<file path="src/rtl/perspective_point_projector_top_assert.svh">
// Assertion macros used by the projector RTL.
`ifndef PERSPECTIVE_POINT_PROJECTOR_TOP_ASSERT_SVH
`define PERSPECTIVE_POINT_PROJECTOR_TOP_ASSERT_SVH

// Check a condition in the same cycle as its trigger.
`define PPP_ASSERT_SAME(label, clk, rst_n, ante, cons, msg) \
    label: assert property (@(posedge clk) disable iff (!(rst_n)) (ante) |-> (cons)) \
        else $error(msg);

// Check a condition in the cycle after its trigger.
`define PPP_ASSERT_NEXT(label, clk, rst_n, ante, cons, msg) \
    label: assert property (@(posedge clk) disable iff (!(rst_n)) (ante) |=> (cons)) \
        else $error(msg);

`endif

</file>
<file path="src/rtl/ppp_pkg.sv">
package ppp_pkg;

    localparam int COEF_CNT   = 12;
    localparam int COEF_IDX_W = 4;
    localparam int DATA_W     = 32;
    localparam int COORD_W    = 33;
    localparam int PROD_W     = 65;
    localparam int FRAC_W     = 16;
    localparam int ACC_W      = 51;
    localparam int QUO_W      = 40;
    localparam int DVD_W      = 80;
    localparam int CHUNK_W    = 31;
    localparam int DIM_W      = 14;
    localparam int HALF_SHIFT = 15;
    localparam int HALF_W     = DIM_W + HALF_SHIFT;
    localparam int DEPTH_W    = 31;
    localparam int CFG_IDX_W  = 2;
    localparam int CFG_DATA_W = 31;
    localparam int OUT_SUM_W  = 43;

    localparam logic [DIM_W-1:0]          WIDTH_RST  = 14'd1920;
    localparam logic [DIM_W-1:0]          HEIGHT_RST = 14'd1080;
    localparam logic [DEPTH_W-1:0]        DEPTH_RST  = 31'd655;
    localparam logic signed [COORD_W-1:0] ROW_ONE    = 33'sd65536;
    localparam logic [COEF_IDX_W-1:0]     COEF_LAST  = 4'd11;

    typedef enum logic {
        OP_LOAD = 1'b0,
        OP_PROJ = 1'b1
    } t_op;

    typedef enum logic [CFG_IDX_W-1:0] {
        CFG_SCREEN_WIDTH  = 2'd0,
        CFG_SCREEN_HEIGHT = 2'd1,
        CFG_MIN_DEPTH     = 2'd2
    } t_cfg_reg;

    typedef enum logic [1:0] {
        SC_X_LO = 2'd0,
        SC_X_HI = 2'd1,
        SC_Y_LO = 2'd2,
        SC_Y_HI = 2'd3
    } t_sc_step;

    typedef enum logic [2:0] {
        ST_IDLE,
        ST_MAC,
        ST_CHECK,
        ST_SCALE,
        ST_DIV,
        ST_OUT
    } t_state;

endpackage

</file>
<file path="src/rtl/ppp_div.sv">
module ppp_div (
    input  logic                          i_clk,
    input  logic                          i_rst_n,
    input  logic                          i_start,
    input  logic [ppp_pkg::DVD_W-1:0]     i_dividend,
    input  logic [ppp_pkg::ACC_W-1:0]     i_divisor,
    output logic                          o_done,
    output logic [ppp_pkg::QUO_W:0]       o_quot
);

    localparam int CNT_W = $clog2(ppp_pkg::QUO_W);
    localparam int HI_W  = ppp_pkg::DVD_W - ppp_pkg::QUO_W;

    logic                         r_busy;
    logic                         r_done;
    logic [CNT_W-1:0]             r_cnt;
    logic [ppp_pkg::ACC_W-1:0]    r_rem;
    logic [ppp_pkg::ACC_W-1:0]    r_dvs;
    logic [ppp_pkg::QUO_W-1:0]    r_low;
    logic [ppp_pkg::QUO_W-1:0]    r_quo;
    logic                         r_big;

    logic [ppp_pkg::ACC_W:0]      w_trial;
    logic [ppp_pkg::ACC_W:0]      w_diff;
    logic                         w_ge;
    logic                         w_big;
    logic                         w_last;

    assign w_trial = {r_rem, r_low[ppp_pkg::QUO_W-1]};
    assign w_diff  = w_trial - {1'b0, r_dvs};
    assign w_ge    = w_trial >= {1'b0, r_dvs};
    assign w_last  = r_cnt == CNT_W'(ppp_pkg::QUO_W - 1);
    assign w_big   = {{(ppp_pkg::ACC_W - HI_W){1'b0}},
                      i_dividend[ppp_pkg::DVD_W-1:ppp_pkg::QUO_W]} >= i_divisor;

    always_ff @(posedge i_clk) begin
        if (!i_rst_n) begin
            r_busy <= 1'b0;
            r_done <= 1'b0;
            r_cnt  <= '0;
        end else begin
            r_done <= r_busy && w_last;
            if (i_start) begin
                r_busy <= 1'b1;
                r_cnt  <= '0;
            end else if (r_busy) begin
                r_cnt <= r_cnt + 1'b1;
                if (w_last) begin
                    r_busy <= 1'b0;
                end
            end
        end
    end

    always_ff @(posedge i_clk) begin
        if (i_start) begin
            r_dvs <= i_divisor;
            r_big <= w_big;
            r_low <= i_dividend[ppp_pkg::QUO_W-1:0];
            r_quo <= '0;
            if (w_big) begin
                r_rem <= '0;
            end else begin
                r_rem <= {{(ppp_pkg::ACC_W - HI_W){1'b0}},
                          i_dividend[ppp_pkg::DVD_W-1:ppp_pkg::QUO_W]};
            end
        end else if (r_busy) begin
            r_low <= {r_low[ppp_pkg::QUO_W-2:0], 1'b0};
            r_quo <= {r_quo[ppp_pkg::QUO_W-2:0], w_ge};
            if (w_ge) begin
                r_rem <= w_diff[ppp_pkg::ACC_W-1:0];
            end else begin
                r_rem <= w_trial[ppp_pkg::ACC_W-1:0];
            end
        end
    end

    assign o_done = r_done;
    assign o_quot = r_big ? {1'b1, {ppp_pkg::QUO_W{1'b0}}} : {1'b0, r_quo};

endmodule

</file>
<file path="config.mk">
export PLATFORM = sky130hd
export DESIGN_NAME = ppp_div
export DESIGN_NICKNAME = d
export VERILOG_FILES = /design/src/rtl/perspective_point_projector_top_assert.svh /design/src/rtl/ppp_pkg.sv /design/src/rtl/ppp_div.sv
export SDC_FILE = /design/constraint.sdc
export NUM_CORES = 1
export LEC_CHECK = 0
export CAP_MARGIN = 20
export CORE_MARGIN = 3
export CORE_UTILIZATION = 35
export DETAILED_ROUTE_END_ITERATION = 10
export DONT_BUFFER_PORTS = 1
export PLACE_DENSITY = 0.52
export SYNTH_ARGS = -nofsm -noshare
export SYNTH_HDL_FRONTEND = slang
export SYNTH_SLANG_ARGS = --single-unit
</file>
<file path="constraint.sdc">
create_clock -name i_clk -period 4.7 [get_ports i_clk]
set_input_delay 0.235 -clock i_clk [delete_from_list [all_inputs] [get_ports i_clk]]
set_output_delay 0.235 -clock i_clk [all_outputs]
set_load 0.02 [all_outputs]
</file>
==> flow_summary.toml <==
[outcome]
status = "finished, final reports clean"

[clock_tree]
path_clk_slew_ns = 0.08
htree_num_levels = 4
post_cts_buffers = 0
worstSkewPairLatency_ns = 0.46
numClockSinks = 191
cts_buffer_depth = 2
cts_buffers = 17
cts_root_buffer = "clkbuf_16"
cts_tree = "done"

[critical_path]
r2r_cells = 13
regToRegEndpoint = "r_rem[39]$_DFFE_PP_"
path_class = "reg -> reg"
max_stage_delay_ns = 0.49
worstPathRequired_ns = 5.03
cp-end-kind = "register"
slowest_stage = "o211ai_4"
cp_num_buf_inv = 1
cp_cell_sequence = "ha_1, fa_1, nor2b_1, o2111ai_1, a21oi_1, o21bai_1, a21oi_1, nor2_1, o211ai_4, buf_12, nand2_1, nor2_1, a311o_1"
worstSetupStartpointType = "register"
cp.arrival_ns = 4.18
crit_path_max_fanout = 37
reg2reg_from = "r_dvs[0]$_DFFE_PP_"
critPathTopFamily = "compound AO/OA/AOI/OAI gates"
regToRegSetupSlack_ns = 0.85
crit_cells = 13

[die]
fp-row-count = 67
fp.dieH_microns = 191.7
die-area_sq_um = 36740
fp.dieW_microns = 191.7
start_util = 0.3572
core_area_sq_um = 33780
io_pins = 176

[timing]
drv_slew = 0
worstMarginPinSlew_ns = 0.8797
min_period_ns = 3.845
finalHoldViolCount = 0
skew_ns = 0.01375
relSlewSlack = 0.4135
setup_violations = 0
fin_setup_tns_ns = 0
finalCritPeriodShare = 0.8182
max_freq_mhz = 260.1
rsz0062_at_grt = "false"

[synth]
yosysTopAreaCell = "edfxtp_1"
synth-main-ff-cell = "edfxtp_1"
netlist_instances = 1229
synth_edf_count = 143
synth_seq_area_share = 0.4355
synth_cell_types = 68
mappedNetlistNets = 1456
synth.cell_area_sq_um = 12070
yosys_warnings = 0
syn-mean-instance-area_sq_um = 9.818
netlist_top_cells_area = "edfxtp_1 36%, ha_1 9.5%, dfxtp_1 8.0%"
ys_ff_latch = 191
synth_top_area_frac = 0.3559
async_reset_ff_frac = 0

[detailed_routing]
drt_iter0_markers = 535
ant_nets = 0
wirelength_microns = 33110
drt-pass1-iter-count = 5
vias_per_cell = 5.247
wl_per_cell_microns = 18.88
via_count = 9203
drc = 0

[min_path]
hold_start = "i_dividend[58]"
hold-path-endpoint = "r_rem[18]$_DFFE_PP_"
hold_depth = 2
hold_path.class = "in -> reg"

[place]
postPlaceCellArea_sq_um = 12440
io_buffer_count = 0
hpwl_microns = 22690
gp_congestion = 0.8804
dp_cells = 1621

[layout]
antenna_cells = 0
nets = 1520
multiInputGateArea_sq_um = 6152
num-fill-cells = 3308
final_cell_mix = "143 x edfxtp_1, 108 x inv_1, 108 x nand2_1"
fin_area_sq_um = 14080
final_common_cell = "edfxtp_1"
layout.cells.non_filler = 1754
drive_gt1_frac = 0.07657
seq_area_sq_um = 5256
area_growth_pct = 16.68

[grt]
grt_max_degree = 97
antenna_found_initial = 1
grt_usage = 0.1818
grt_pass1_vias = 9384
grt_remaining_overflow = 0
grt_pass1_wl_microns = 51860

[pwr]
p_leak_uw = 0.005864
peakVddDrop_mv = 0.3129
power_density_nw_per_um2 = 479.6

[flow_run]
max_cap_violations = 0
-- synthesized netlist by cell type, types with 18 or more instances --
cell	count
nand2_1	108
ha_1	92
a21o_1	42
nor2_1	85
inv_1	108
clkbuf_1	46
xnor2_1	30
xor2_1	18
o22ai_1	34
dfxtp_1	48
a21oi_1	73
o21ai_0	64
mux2_2	39
nand4_1	26
edfxtp_1	143
nor2b_1	50
mux2i_1	57
-- final cells by class --
| type | instances | area share |
|---|---|---|
| tap | 448 | 0.03981 |
| clock buffer | 18 | 0.03119 |
| multi-input combinational | 866 | 0.4369 |
| sequential | 191 | 0.3733 |
| clock inverter | 14 | 0.01129 |
| timing repair buffer | 108 | 0.07838 |
| inverter | 109 | 0.02906 |
-- stage by stage --
stage / util / worst slack (ns) / hold slack [ns] / power (uW)
2_1_floorplan: - / 1.709 / 0.3339 / 4541
3_3_place_gp: 0.3683 / 0.9972 / 0.3340 / 5134
3_5_place_dp: 0.3683 / 0.8926 / 0.3340 / 5148
4_1_cts: 0.4168 / 0.8747 / 0.0004052 / 6779
5_1_grt: 0.4168 / 0.6235 / 0.02613 / 7224
6_report: 0.4168 / 0.8547 / 0.02145 / 6752
-- registers in the layout, summed over array words and instances, names as in the netlist --
signal,flops
r_cnt,6
r_big,1
r_quo,40
r_rem,51
o_done,1
r_low,40
r_busy,1
r_dvs,51
-- worst max-delay path by stage --
stage | slack [ns] | end | from
after floorplan | 1.71 | r_rem[25]$_DFFE_PP_ | r_dvs[0]$_DFFE_PP_
after global placement | 1.0 | r_rem[39]$_DFFE_PP_ | r_dvs[0]$_DFFE_PP_
after detailed placement | 0.89 | r_rem[14]$_DFFE_PP_ | r_dvs[0]$_DFFE_PP_
after CTS | 0.87 | r_rem[14]$_DFFE_PP_ | r_dvs[0]$_DFFE_PP_
after global routing | 0.62 | r_rem[39]$_DFFE_PP_ | r_dvs[0]$_DFFE_PP_
final | 0.85 | r_rem[39]$_DFFE_PP_ | r_dvs[0]$_DFFE_PP_
-- per-layer routing --
| layer | global-route usage | wire length (microns) | up-vias |
|---|---|---|---|
| met5 | 0 | 0 | - |
| met4 | 0.07000 | 959 | 0 |
| met3 | 0.04563 | 1910 | 49 |
| met2 | 0.2818 | 14990 | 210 |
| met1 | 0.2441 | 15250 | 4410 |
| li1 | - | - | 4534 |
-- cell families (layout without fill, tap and decap cells) --
group	count (synthesis)	after routing	synth area share
AOI/OAI and AO/OA	295	295	0.1598
adders and majority gates	93	93	0.09705
xor gates and xnor gates	48	48	0.03484
buffers and inverters	172	249	0.05610
DFF	191	191	0.4355
muxes	96	96	0.08368
and+or+nand+nor	334	334	0.1330
-- power breakdown --
group	internal, uW	total [uW]	switching [uW]
combinational	1230	2970	1750
clock	753	1510	757
sequential	2140	2270	126
-- worst reg2reg max path, cell delays in order (launching register included) --
cell and delay (ns):
edfxtp_1 0.38, ha_1 0.23, fa_1 0.39, nor2b_1 0.22, o2111ai_1 0.17, a21oi_1 0.34, o21bai_1 0.18, a21oi_1 0.30
nor2_1 0.13, o211ai_4 0.49, buf_12 0.29, nand2_1 0.26, nor2_1 0.23, a311o_1 0.13
-- what timing repair did --
action | in CTS | in global routing
gates resized for setup | 0 | 0
endpoints found under the hold margin | 193 | 0
hold buffers | 101 | 0
Note: power is estimated with default switching activity, not from simulation.
